`src/rtl/core/irc_pkg.sv`:
```
// shared constants, types and state codes of the index range coalescer
`default_nettype none
package irc_pkg;

   localparam int INDEX_SPACE = 128;
   localparam int IDX_W       = 7;
   localparam int CNT_W       = 8;
   localparam int WORD_W      = 8;
   localparam int BIT_W       = $clog2(WORD_W);
   localparam int MAP_DEPTH   = (INDEX_SPACE + WORD_W - 1) / WORD_W;
   localparam int ADDR_W      = (MAP_DEPTH > 1) ? $clog2(MAP_DEPTH) : 1;

   typedef enum logic [2:0] {
      IRC_IDLE,
      IRC_MARK,
      IRC_SCAN_RD,
      IRC_SCAN_LOAD,
      IRC_SCAN_BIT,
      IRC_FLUSH
   } state_type;

   typedef struct packed {
      logic              en;
      logic [ADDR_W-1:0] addr;
   } map_rd_type;

   typedef struct packed {
      logic              en;
      logic [ADDR_W-1:0] addr;
      logic [WORD_W-1:0] data;
   } map_wr_type;

endpackage
`default_nettype wire

```
`src/rtl/core/irc_ifs.sv`:
```
// block and run channel interfaces
`default_nettype none
interface irc_req_if;
   import irc_pkg::*;
   logic             valid;
   logic             ready;
   logic [IDX_W-1:0] block_start;
   logic [CNT_W-1:0] block_count;
   logic             final_block;

   modport source (output valid, block_start, block_count, final_block, input ready);
   modport sink   (input valid, block_start, block_count, final_block, output ready);
endinterface

interface irc_rsp_if;
   import irc_pkg::*;
   logic             valid;
   logic             ready;
   logic [IDX_W-1:0] run_start;
   logic [CNT_W-1:0] run_count;
   logic             run_last;
   logic             set_empty;
   logic             range_clipped;

   modport source (output valid, run_start, run_count, run_last, set_empty, range_clipped,
                   input ready);
   modport sink   (input valid, run_start, run_count, run_last, set_empty, range_clipped,
                   output ready);
endinterface
`default_nettype wire

```
`src/rtl/core/index_range_coalescer.sv`:
```
// index range coalescer: marks index blocks in a bitmap, then emits merged runs
//
// req_if carries one block per beat (start, count, final flag); rsp_if carries merged runs.
// A block beat is taken only while the block is idle. Marking walks the bitmap words the
// block touches, one read and one write-back per word, overlapped so that the read of
// each word runs beside the write-back of the word before it. After the last write-back
// the block returns to idle, or starts the scan if the block was final; a block with a
// count of zero marks nothing and goes the same way straight from idle.
// After a block flagged final the bitmap is scanned one index a cycle unless the output
// stalls: each 8-bit word is read and loaded, then scanned bit by bit; after the 16 words
// the open and held runs are flushed. Runs leave through an output register; a run
// is held back one step so the last one can carry run_last. A list covering nothing yields
// one beat with set_empty. range_clipped is repeated on every beat of a list.
// With a beat waiting and rsp_if.ready low the scan halts on the next run to emit; nothing
// is dropped. The bitmap valid bits and clip flag clear as the last run is registered.
// Reset is synchronous and leaves an empty bitmap and no pending beat.
`default_nettype none
module index_range_coalescer (
   input  wire      clock,
   input  wire      reset,
   irc_req_if.sink  req_if,
   irc_rsp_if.source rsp_if
);
   import irc_pkg::*;

   state_type         state_ff, state_in;
   logic [IDX_W-1:0]  lo_ff, lo_in, hi_ff, hi_in;
   logic [ADDR_W-1:0] rd_word_ff, rd_word_in, end_word_ff, end_word_in;
   logic [ADDR_W-1:0] wr_word_ff, wr_word_in;
   logic              rd_active_ff, rd_active_in, wr_pend_ff, wr_pend_in;
   logic              final_ff, final_in, clip_ff, clip_in;
   logic [ADDR_W-1:0] scan_word_ff, scan_word_in;
   logic [BIT_W-1:0]  bit_ff, bit_in;
   logic [WORD_W-1:0] word_ff, word_in;
   logic              in_run_ff, in_run_in, pend_ff, pend_in;
   logic [IDX_W-1:0]  cur_start_ff, cur_start_in, pend_start_ff, pend_start_in;
   logic [CNT_W-1:0]  cur_count_ff, cur_count_in, pend_count_ff, pend_count_in;
   logic              out_valid_ff, out_valid_in;
   logic [IDX_W-1:0]  out_start_ff, out_start_in;
   logic [CNT_W-1:0]  out_count_ff, out_count_in;
   logic              out_last_ff, out_last_in, out_empty_ff, out_empty_in;
   logic              out_clip_ff, out_clip_in;

   map_rd_type        map_rd;
   map_wr_type        map_wr;
   logic [WORD_W-1:0] map_rd_data;
   logic              map_clear;

   logic              accept, slot_free, cur_bit;
   logic [IDX_W-1:0]  scan_idx;
   logic [IDX_W+1:0]  block_end;
   logic              block_clip, block_mark;

   function automatic logic [WORD_W-1:0] word_mask(input logic [ADDR_W-1:0] word,
                                                   input logic [IDX_W-1:0]  lo,
                                                   input logic [IDX_W-1:0]  hi);
      logic [WORD_W-1:0] mask;
      logic [IDX_W-1:0]  idx;
      mask = '0;
      for (int b = 0; b < WORD_W; b++) begin
         idx     = (IDX_W'(word) << BIT_W) | IDX_W'(b);
         mask[b] = (idx >= lo) && (idx <= hi);
      end
      return mask;
   endfunction

   irc_map_store u_map (
      .clock   (clock),
      .reset   (reset),
      .rd      (map_rd),
      .rd_data (map_rd_data),
      .wr      (map_wr),
      .clear   (map_clear)
   );

   assign req_if.ready = (state_ff == IRC_IDLE);
   assign accept       = req_if.valid && req_if.ready;
   assign slot_free    = !out_valid_ff || rsp_if.ready;

   assign block_end  = {2'b00, req_if.block_start} + {1'b0, req_if.block_count}
                       - (IDX_W+2)'(1);
   assign block_clip = (req_if.block_count != '0) && (block_end >= (IDX_W+2)'(INDEX_SPACE));
   assign block_mark = (req_if.block_count != '0)
                       && ({1'b0, req_if.block_start} < (IDX_W+1)'(INDEX_SPACE));

   assign cur_bit  = word_ff[bit_ff];
   assign scan_idx = (IDX_W'(scan_word_ff) << BIT_W) | IDX_W'(bit_ff);

   always_comb begin
      state_in      = state_ff;
      lo_in         = lo_ff;
      hi_in         = hi_ff;
      rd_word_in    = rd_word_ff;
      end_word_in   = end_word_ff;
      wr_word_in    = wr_word_ff;
      rd_active_in  = rd_active_ff;
      wr_pend_in    = 1'b0;
      final_in      = final_ff;
      clip_in       = clip_ff;
      scan_word_in  = scan_word_ff;
      bit_in        = bit_ff;
      word_in       = word_ff;
      in_run_in     = in_run_ff;
      pend_in       = pend_ff;
      cur_start_in  = cur_start_ff;
      cur_count_in  = cur_count_ff;
      pend_start_in = pend_start_ff;
      pend_count_in = pend_count_ff;
      out_valid_in  = out_valid_ff && !rsp_if.ready;
      out_start_in  = out_start_ff;
      out_count_in  = out_count_ff;
      out_last_in   = out_last_ff;
      out_empty_in  = out_empty_ff;
      out_clip_in   = out_clip_ff;
      map_rd        = '0;
      map_wr        = '0;
      map_clear     = 1'b0;

      case (state_ff)
         IRC_IDLE: begin
            if (accept) begin
               final_in    = req_if.final_block;
               clip_in     = clip_ff || block_clip;
               lo_in       = req_if.block_start;
               hi_in       = block_clip ? IDX_W'(INDEX_SPACE - 1) : block_end[IDX_W-1:0];
               rd_word_in  = req_if.block_start[BIT_W +: ADDR_W];
               end_word_in = hi_in[BIT_W +: ADDR_W];
               scan_word_in = '0;
               if (block_mark) begin
                  rd_active_in = 1'b1;
                  state_in     = IRC_MARK;
               end else if (req_if.final_block) begin
                  state_in = IRC_SCAN_RD;
               end
            end
         end
         IRC_MARK: begin
            // read of word n overlaps write-back of word n-1
            if (wr_pend_ff) begin
               map_wr.en   = 1'b1;
               map_wr.addr = wr_word_ff;
               map_wr.data = map_rd_data | word_mask(wr_word_ff, lo_ff, hi_ff);
            end
            if (rd_active_ff) begin
               map_rd.en    = 1'b1;
               map_rd.addr  = rd_word_ff;
               wr_pend_in   = 1'b1;
               wr_word_in   = rd_word_ff;
               rd_active_in = (rd_word_ff != end_word_ff);
               rd_word_in   = rd_word_ff + ADDR_W'(1);
            end else if (!wr_pend_ff) begin
               state_in = final_ff ? IRC_SCAN_RD : IRC_IDLE;
            end
         end
         IRC_SCAN_RD: begin
            map_rd.en   = 1'b1;
            map_rd.addr = scan_word_ff;
            state_in    = IRC_SCAN_LOAD;
         end
         IRC_SCAN_LOAD: begin
            word_in  = map_rd_data;
            bit_in   = '0;
            state_in = IRC_SCAN_BIT;
         end
         IRC_SCAN_BIT: begin
            // halt only when a finished run must push out the held one and the slot is busy
            if (!(!cur_bit && in_run_ff && pend_ff && !slot_free)) begin
               if (cur_bit) begin
                  if (!in_run_ff) begin
                     in_run_in    = 1'b1;
                     cur_start_in = scan_idx;
                     cur_count_in = CNT_W'(1);
                  end else begin
                     cur_count_in = cur_count_ff + CNT_W'(1);
                  end
               end else if (in_run_ff) begin
                  if (pend_ff) begin
                     out_valid_in = 1'b1;
                     out_start_in = pend_start_ff;
                     out_count_in = pend_count_ff;
                     out_last_in  = 1'b0;
                     out_empty_in = 1'b0;
                     out_clip_in  = clip_ff;
                  end
                  pend_in       = 1'b1;
                  pend_start_in = cur_start_ff;
                  pend_count_in = cur_count_ff;
                  in_run_in     = 1'b0;
               end
               bit_in = bit_ff + BIT_W'(1);
               if (bit_ff == BIT_W'(WORD_W - 1)) begin
                  if (scan_word_ff == ADDR_W'(MAP_DEPTH - 1)) begin
                     state_in = IRC_FLUSH;
                  end else begin
                     scan_word_in = scan_word_ff + ADDR_W'(1);
                     state_in     = IRC_SCAN_RD;
                  end
               end
            end
         end
         IRC_FLUSH: begin
            if (in_run_ff) begin
               if (!pend_ff || slot_free) begin
                  if (pend_ff) begin
                     out_valid_in = 1'b1;
                     out_start_in = pend_start_ff;
                     out_count_in = pend_count_ff;
                     out_last_in  = 1'b0;
                     out_empty_in = 1'b0;
                     out_clip_in  = clip_ff;
                  end
                  pend_in       = 1'b1;
                  pend_start_in = cur_start_ff;
                  pend_count_in = cur_count_ff;
                  in_run_in     = 1'b0;
               end
            end else if (slot_free) begin
               out_valid_in = 1'b1;
               out_start_in = pend_ff ? pend_start_ff : '0;
               out_count_in = pend_ff ? pend_count_ff : '0;
               out_last_in  = 1'b1;
               out_empty_in = !pend_ff;
               out_clip_in  = clip_ff;
               pend_in      = 1'b0;
               clip_in      = 1'b0;
               map_clear    = 1'b1;
               state_in     = IRC_IDLE;
            end
         end
         default: begin
            state_in = IRC_IDLE;
         end
      endcase
   end

   always_ff @(posedge clock) begin
      if (reset) begin
         state_ff     <= IRC_IDLE;
         rd_active_ff <= 1'b0;
         wr_pend_ff   <= 1'b0;
         final_ff     <= 1'b0;
         clip_ff      <= 1'b0;
         in_run_ff    <= 1'b0;
         pend_ff      <= 1'b0;
         out_valid_ff <= 1'b0;
      end else begin
         state_ff     <= state_in;
         rd_active_ff <= rd_active_in;
         wr_pend_ff   <= wr_pend_in;
         final_ff     <= final_in;
         clip_ff      <= clip_in;
         in_run_ff    <= in_run_in;
         pend_ff      <= pend_in;
         out_valid_ff <= out_valid_in;
      end
   end

   always_ff @(posedge clock) begin
      lo_ff         <= lo_in;
      hi_ff         <= hi_in;
      rd_word_ff    <= rd_word_in;
      end_word_ff   <= end_word_in;
      wr_word_ff    <= wr_word_in;
      scan_word_ff  <= scan_word_in;
      bit_ff        <= bit_in;
      word_ff       <= word_in;
      cur_start_ff  <= cur_start_in;
      cur_count_ff  <= cur_count_in;
      pend_start_ff <= pend_start_in;
      pend_count_ff <= pend_count_in;
      out_start_ff  <= out_start_in;
      out_count_ff  <= out_count_in;
      out_last_ff   <= out_last_in;
      out_empty_ff  <= out_empty_in;
      out_clip_ff   <= out_clip_in;
   end

   assign rsp_if.valid         = out_valid_ff;
   assign rsp_if.run_start     = out_start_ff;
   assign rsp_if.run_count     = out_count_ff;
   assign rsp_if.run_last      = out_last_ff;
   assign rsp_if.set_empty     = out_empty_ff;
   assign rsp_if.range_clipped = out_clip_ff;

endmodule
`default_nettype wire

```
`src/rtl/core/irc_map_store.sv`:
```
// word-wide coverage bitmap memory with per-word valid bits
`default_nettype none
module irc_map_store (
   input  wire                           clock,
   input  wire                           reset,
   input  irc_pkg::map_rd_type           rd,
   output logic [irc_pkg::WORD_W-1:0]    rd_data,
   input  irc_pkg::map_wr_type           wr,
   input  wire                           clear
);
   import irc_pkg::*;

   logic [WORD_W-1:0]    map_mem_ff [MAP_DEPTH];
   logic [MAP_DEPTH-1:0] valid_ff;
   logic [WORD_W-1:0]    rd_q_ff;
   logic                 rd_valid_ff;

   always_ff @(posedge clock) begin
      if (wr.en) begin
         map_mem_ff[wr.addr] <= wr.data;
      end
      if (rd.en) begin
         rd_q_ff <= map_mem_ff[rd.addr];
      end
   end

   // a word never written since the last clear reads as zero
   always_ff @(posedge clock) begin
      if (reset || clear) begin
         valid_ff    <= '0;
         rd_valid_ff <= 1'b0;
      end else begin
         if (wr.en) begin
            valid_ff[wr.addr] <= 1'b1;
         end
         if (rd.en) begin
            rd_valid_ff <= valid_ff[rd.addr];
         end
      end
   end

   assign rd_data = rd_valid_ff ? rd_q_ff : '0;

endmodule
`default_nettype wire
```
`src/flat_wrapper.sv`:
```
// flat-port wrapper written by rule: the top's interface ports become plain ports
module index_range_coalescer_flat import irc_pkg::*;
  (clock, reset, req_if_valid, req_if_block_start, req_if_block_count, req_if_final_block, req_if_ready, rsp_if_valid, rsp_if_run_start, rsp_if_run_count, rsp_if_run_last, rsp_if_set_empty, rsp_if_range_clipped, rsp_if_ready);
  irc_req_if req_if_i ();
  irc_rsp_if rsp_if_i ();
  input  wire clock;
  input  wire reset;
  input wire logic [$bits(req_if_i.valid)-1:0] req_if_valid;
  input wire logic [$bits(req_if_i.block_start)-1:0] req_if_block_start;
  input wire logic [$bits(req_if_i.block_count)-1:0] req_if_block_count;
  input wire logic [$bits(req_if_i.final_block)-1:0] req_if_final_block;
  output wire logic [$bits(req_if_i.ready)-1:0] req_if_ready;
  output wire logic [$bits(rsp_if_i.valid)-1:0] rsp_if_valid;
  output wire logic [$bits(rsp_if_i.run_start)-1:0] rsp_if_run_start;
  output wire logic [$bits(rsp_if_i.run_count)-1:0] rsp_if_run_count;
  output wire logic [$bits(rsp_if_i.run_last)-1:0] rsp_if_run_last;
  output wire logic [$bits(rsp_if_i.set_empty)-1:0] rsp_if_set_empty;
  output wire logic [$bits(rsp_if_i.range_clipped)-1:0] rsp_if_range_clipped;
  input wire logic [$bits(rsp_if_i.ready)-1:0] rsp_if_ready;
  assign req_if_i.valid = req_if_valid;
  assign req_if_i.block_start = req_if_block_start;
  assign req_if_i.block_count = req_if_block_count;
  assign req_if_i.final_block = req_if_final_block;
  assign req_if_ready = req_if_i.ready;
  assign rsp_if_valid = rsp_if_i.valid;
  assign rsp_if_run_start = rsp_if_i.run_start;
  assign rsp_if_run_count = rsp_if_i.run_count;
  assign rsp_if_run_last = rsp_if_i.run_last;
  assign rsp_if_set_empty = rsp_if_i.set_empty;
  assign rsp_if_range_clipped = rsp_if_i.range_clipped;
  assign rsp_if_i.ready = rsp_if_ready;
  index_range_coalescer u_core (.clock(clock), .reset(reset), .req_if(req_if_i), .rsp_if(rsp_if_i));
endmodule
```
`config.mk`:
```
export PLATFORM = sky130hd
export DESIGN_NAME = index_range_coalescer_flat
export DESIGN_NICKNAME = d
export VERILOG_FILES = /design/src/rtl/core/irc_pkg.sv /design/src/rtl/core/irc_ifs.sv /design/src/rtl/core/index_range_coalescer.sv /design/src/rtl/core/irc_map_store.sv /design/src/flat_wrapper.sv
export SDC_FILE = /design/constraint.sdc
export NUM_CORES = 1
export LEC_CHECK = 0
export ABC_AREA = 1
export BUFFER_PORTS_ARGS = -buffer_cell sky130_fd_sc_hd__buf_4
export CAP_MARGIN = 10
export CORE_ASPECT_RATIO = 2
export CORE_MARGIN = 2
export CORE_UTILIZATION = 35
export DETAILED_ROUTE_END_ITERATION = 16
export GPL_TIMING_DRIVEN = 1
export HOLD_SLACK_MARGIN = 0.1
export PLACE_DENSITY = 0.61
export SLEW_MARGIN = 0
export SYNTH_ARGS = -nofsm -noshare
export SYNTH_HDL_FRONTEND = slang
export SYNTH_HIERARCHICAL = 1
export SYNTH_SLANG_ARGS = --single-unit
```
`constraint.sdc`:
```
create_clock -name clock -period 3.2 [get_ports clock]
set_input_delay 0 -clock clock [delete_from_list [all_inputs] [get_ports clock]]
set_output_delay 0 -clock clock [all_outputs]
set_load 0.02 [all_outputs]
```
==> Word level (Yosys, flattened, before mapping) <==
Memories as Yosys holds them, arrays and structs flattened. A register that Yosys moved wholly into a read port is not among the register bits.
Cells that the tools add are included.
{ "word_totals": {"register_bits": 112, "ram_bits": 128, "inputBits": 20, "out_inout_bits": 20, "wordCells": 251, "mem_count": 1} }
{ "memory_table": {"columns": ["name", "depth", "word_bits", "read_ports", "rd_ports_with_merged_regs", "write_ports", "line_no", "rtl"], "rows": [
  ["u_core.u_map.map_mem_ff", 16, 8, 1, 1, 1, "irc_map_store.sv:13", "logic [WORD_W-1:0] map_mem_ff [MAP_DEPTH];"]
]} }
{ "op_classes": {"addsub": 6, "order_cmp": 21, "n_eq_ne": 25, "muxes": 120, "bitwise": 6, "reduce_logical": 45} }
{ "ops": {"columns": ["cell", "n"], "rows": [
  ["$mux W8", 14],
  ["$mux W7", 13],
  ["$ge A7 B7 Y1", 8],
  ["$le A7 B7 Y1", 8],
  ["$mux W1", 52],
  ["$mux W3", 11],
  ["$pmux W8 S2", 2],
  ["$pmux W7 S2", 2],
  ["$mux W13", 2],
  ["$mux W4", 6],
  ["$pmux W3 S6", 1],
  ["$ne A2 B2 Y1 const B", 8],
  ["$or A16 B16 Y16", 1],
  ["$pmux W1 S2", 8],
  ["$pmux W4 S2", 2],
  ["$logic_and A1 B1 Y1", 15],
  ["$ne A2 B1 Y1 const B", 6],
  ["$reduce_and A6 Y1", 2],
  ["$lt A4 B5 Y1 const B", 2],
  ["$pmux W5 S2", 1],
  ["$reduce_bool A2 Y1", 5],
  ["$add A7 B8 Y9", 1],
  ["$eq A3 B3 Y1 const B", 3],
  ["$ge A9 B8 Y1 const B", 1],
  ["31 further kinds", 49]
]} }

==> Depth between registers and ports, before layout <==
{ "logic_depth": {"depth_word": 10, "depth_mapped": 15, "depth_no_buf": 13} }

==> By module <==
The synthesis kept the hierarchy.
{ "by_module_without_submodules": {"columns": ["mod", "n_inst", "cells_each", "area_each_um2", "seq_area_each_um2"], "rows": [
  ["irc_map_store", 1, 518, 6137.1, 4424.2],
  ["index_range_coalescer", 1, 593, 5200.0, 2752.6]
]} }

==> Worst setup path before layout <==
OpenSTA, ideal clock, no wires.
{ "synth_timing": {"kind": "flip-flop to flip-flop", "startpoint": "register u_core.state_ff[0]", "endpoint": "memory u_core.u_map.map_mem_ff[11][0], enable pin", "setup_ns": 0.374, "arrival_time_ns": 1.870, "required_time_ns": 2.826, "slack_ns": 0.957, "stages_incl_launch_ff": 9, "path_buffers": 0, "synth_period_minus_slack_ns": 2.243, "cell_sequence": "dfxtp_1 > inv_2 > nor3_4 > nand2_2 > nor2_1 > inv_1 > nor3_1 > inv_1 > nor2_1"} }
{ "synth_lines": {"columns": ["element", "line_no", "rtl"], "rows": [
  ["start, declared", "index_range_coalescer.sv:26", "state_type state_ff, state_in;"],
  ["start signal, assigned", "index_range_coalescer.sv:247", "state_ff <= state_in;"],
  ["end, declared", "irc_map_store.sv:13", null]
]} }

==> results_dict.tcl <==
set metrics [dict create \
    status "complete, no violations" \
    critPathRequiredTime_ps 3350 \
    met3_usage 0.01917 \
    hp-start "req_if_block_count[2]" \
    synth_area_leaders "edfxtp_1, nor2_1, nand2_1, dfxtp_1, inv_1" \
    crit_fanout 16 \
    area_delta_synth_final_pct 16.14 \
    totalWireLength_microns 26900 \
    cts_setup_buffers 0 \
    skew_ps 21.21 \
    netlist_instances 1111 \
    ys.flop_type "edfxtp_1" \
    drv_slew 0 \
    utilization 0.4100 \
    gp_congestion 0.8526 \
    min_to "u_core/hi_ff[2]" \
    via_count 7887 \
    r2r_start "u_core/wr_word_ff[3]" \
    netlist_area_sq_mm 0.01134 \
    rsz0062_at_grt "false" \
    synth_edf_count 221 \
    io_pins 40 \
    fp-row-count 93 \
    grt_overflow_total 0 \
    setup_viol 0 \
    grt_usage 0.1593 \
    root_buffer "clkbuf_16" \
    grt_use_met1 0.1370 \
    grt_pass1_vias 8025 \
    die_w_microns 131.3 \
    synth.top_cell.area_share 0.5854 \
    top_usage_layer "met2" \
    ir_worst_vdd_mv 0.3389 \
    regArea_sq_mm 0.007177 \
    dp_slack_ps 414.4 \
    ant_nets 0 \
    vias_per_cell 4.836 \
    syn-num-nets 1161 \
    drtIter0Drc 507 \
    drt_first_pass_iters 5 \
    drc 0 \
    synth_seq_area_share 0.6330 \
    tns_ps 0 \
    clkSinkCount 248 \
    grt_first_pass_wirelength_microns 42120 \
    placeableCoreArea_sq_mm 0.03212 \
    ys_warn_count 6 \
    worstMarginPinSlew_ps 1141 \
    reg2reg_slack_ps 320 \
    criticalPathCategory "register to register" \
    total_leakage_power_nw 5.479 \
    grt_antenna_before_repair 0 \
    initial_core_util 0.3530 \
    start_kind "register" \
    fmax_ghz 0.3470 \
    cts_resized 0 \
    async_flop_share 0 \
    r2r_end "u_core/u_map/map_mem_ff[1][4]" \
    synth-seq-cells 248 \
    worst_setup_path_end_kind "register" \
    cts.clk_slew.worst_paths_ps 70 \
    cap_violations 0 \
    grt_util_met2 0.3317 \
    hold_buffers 14 \
    rr_worst_depth 9 \
    layout.nets 1238 \
    slew_headroom 0.2363 \
    avgSynthCellArea_sq_um 10.20 \
    diodes 0 \
    die_area_sq_mm 0.03394 \
    powerDensity_mw_per_mm2 715.2 \
    cts_buffers 22 \
    fillCellCount 3091 \
    synth_top_area_cell "edfxtp_1" \
    port-buffer-count 39 \
    min_path_type "input pin to register" \
    arrival_ps 3030 \
    clk_latency_ps 520 \
    period_share 0.9005 \
    ys_types 44 \
    min_path_cells 5 \
    dp_hpwl_microns 19570 \
    drive_gt1_frac 0.1204 \
    multi_input_area_sq_mm 0.003395 \
    setup_ws_ps 318.4 \
    clk_path_buf_depth 3 \
    h-tree-depth 1 \
    finalHoldViolCount 0 \
    finalCriticalPeriod_ps 2882 \
    die_y_microns 258.5 \
    grt_max_degree 57 \
    routedWlPerCell_microns 16.49 \
    cts_tree "yes" \
]
## cells in the final DEF, fill, tap and decap left out, types with 7 or more instances in the layout
cell	synthesis	final
edfxtp_1	221	221
nor2_1	193	193
nand2_1	187	187
inv_1	143	143
o21ai_0	76	76
buf_4	3	75
nand3_1	54	54
ha_1	29	29
o211ai_1	28	28
dfxtp_1	27	27
a21oi_1	25	25
clkbuf_16	0	23
dlygate4sd3_1	0	14
nor3_1	11	11
nand4_1	9	9
inv_2	7	7
o21ai_1	7	7
## synthesized netlist by cell type, types with 2 or more instances
cell,count
a21oi_1,25
xnor2_1,2
o221ai_1,5
nand3_2,3
o21ai_0,76
nor3_1,11
buf_1,2
a31oi_1,3
nor2_2,5
buf_4,3
nor2_1,193
o211ai_1,28
ha_1,29
clkinv_1,2
xor2_1,3
o22ai_1,5
buf_2,17
a221oi_1,2
o21ai_2,2
clkbuf_1,7
nor4_1,2
nand2_2,4
edfxtp_1,221
o21ba_2,2
dfxtp_1,27
nand4_1,9
nand2_1,187
buf_6,6
inv_1,143
o31ai_1,2
o21ai_1,7
nor2_4,2
or2_2,6
inv_2,7
nand3_1,54
## critical path, cell delays in order (launching register included)
cell	delay, ps
edfxtp_1	440
ha_1	320
nand2_1	110
nor2_1	70
nand2_1	130
nor2_1	100
or2_2	320
nand2_1	80
a31oi_1	70
nor2_1	860
## per-layer routing
layer / up-vias / part of all wire
met4: 0 / 0.070
met1: 3754 / 0.32
met3: 80 / 0.029
met5: - / 0
li1: 3885 / -
met2: 168 / 0.58
## power by group
part	internal (mW)	total, mW	switching, mW
clock	1.68	2.84	1.16
sequential	4.02	4.28	0.259
combinational	0.765	2.30	1.53
## sequential cells by signal (all words and copies together) (netlist names), 3 cells and up
signal,cells
u_core/wr_word_ff,4
u_core/bit_ff,3
u_core/pend_start_ff,7
u_core/word_ff,8
u_core/lo_ff,7
u_core/hi_ff,7
u_core/rd_word_ff,4
u_core/state_ff,3
u_core/cur_start_ff,7
u_core/u_map/rd_q_ff,8
u_core/rsp_if.run_count,8
u_core/rsp_if.run_start,7
u_core/pend_count_ff,8
u_core/scan_word_ff,4
u_core/cur_count_ff,8
u_core/u_map/valid_ff,16
u_core/u_map/map_mem_ff,128
## cells by family after synthesis
group           after synthesis  share of synthesized area
xor+xnor                      5                   0.003863
compound gates              159                    0.08211
buf+inv                     189                    0.06997
fa+ha+maj                    30                    0.03377
flops                       248                     0.6330
simple gates                480                     0.1772
## worst max-delay path by stage
stage / start / endpoint / slack, ps / depth (start not counted)
CTS: u_core/wr_word_ff[3] / u_core/u_map/map_mem_ff[1][4] / 360 / 9
global route: u_core/wr_word_ff[3] / u_core/u_map/map_mem_ff[0][4] / 180 / 9
detailed placement: u_core/wr_word_ff[3] / u_core/u_map/map_mem_ff[5][4] / 410 / 9
finish: u_core/wr_word_ff[3] / u_core/u_map/map_mem_ff[1][4] / 320 / 9
global placement: u_core/wr_word_ff[3] / u_core/u_map/map_mem_ff[11][4] / 550 / 9
floorplan: u_core/state_ff[0] / u_core/u_map/map_mem_ff[11][0] / 960 / 8
## area by class of cell
type                    count  share of cell area
clock buffers              30             0.04647
clock inverters            10             0.01264
inverters                 153             0.04400
multi-input cells         674              0.2578
flip-flops and latches    248              0.5451
well taps                 427             0.04058
repair buffers             89             0.05341
## metrics by stage
stage | total power [mW] | instances | hold WS, ps | instance area [sq um]
5_1_grt | 9.944 | 1631 | 212.8 | 13170
4_1_cts | 9.519 | 1631 | 195.2 | 13170
6_report | 9.417 | 1631 | 203.0 | 13170
3_5_place_dp | 6.648 | 1577 | 198.4 | 12250
3_3_place_gp | 6.593 | 1577 | 202.0 | 12250
2_1_floorplan | 5.900 | 1111 | 69.07 | 11340
(Power assumes the default switching activity.)
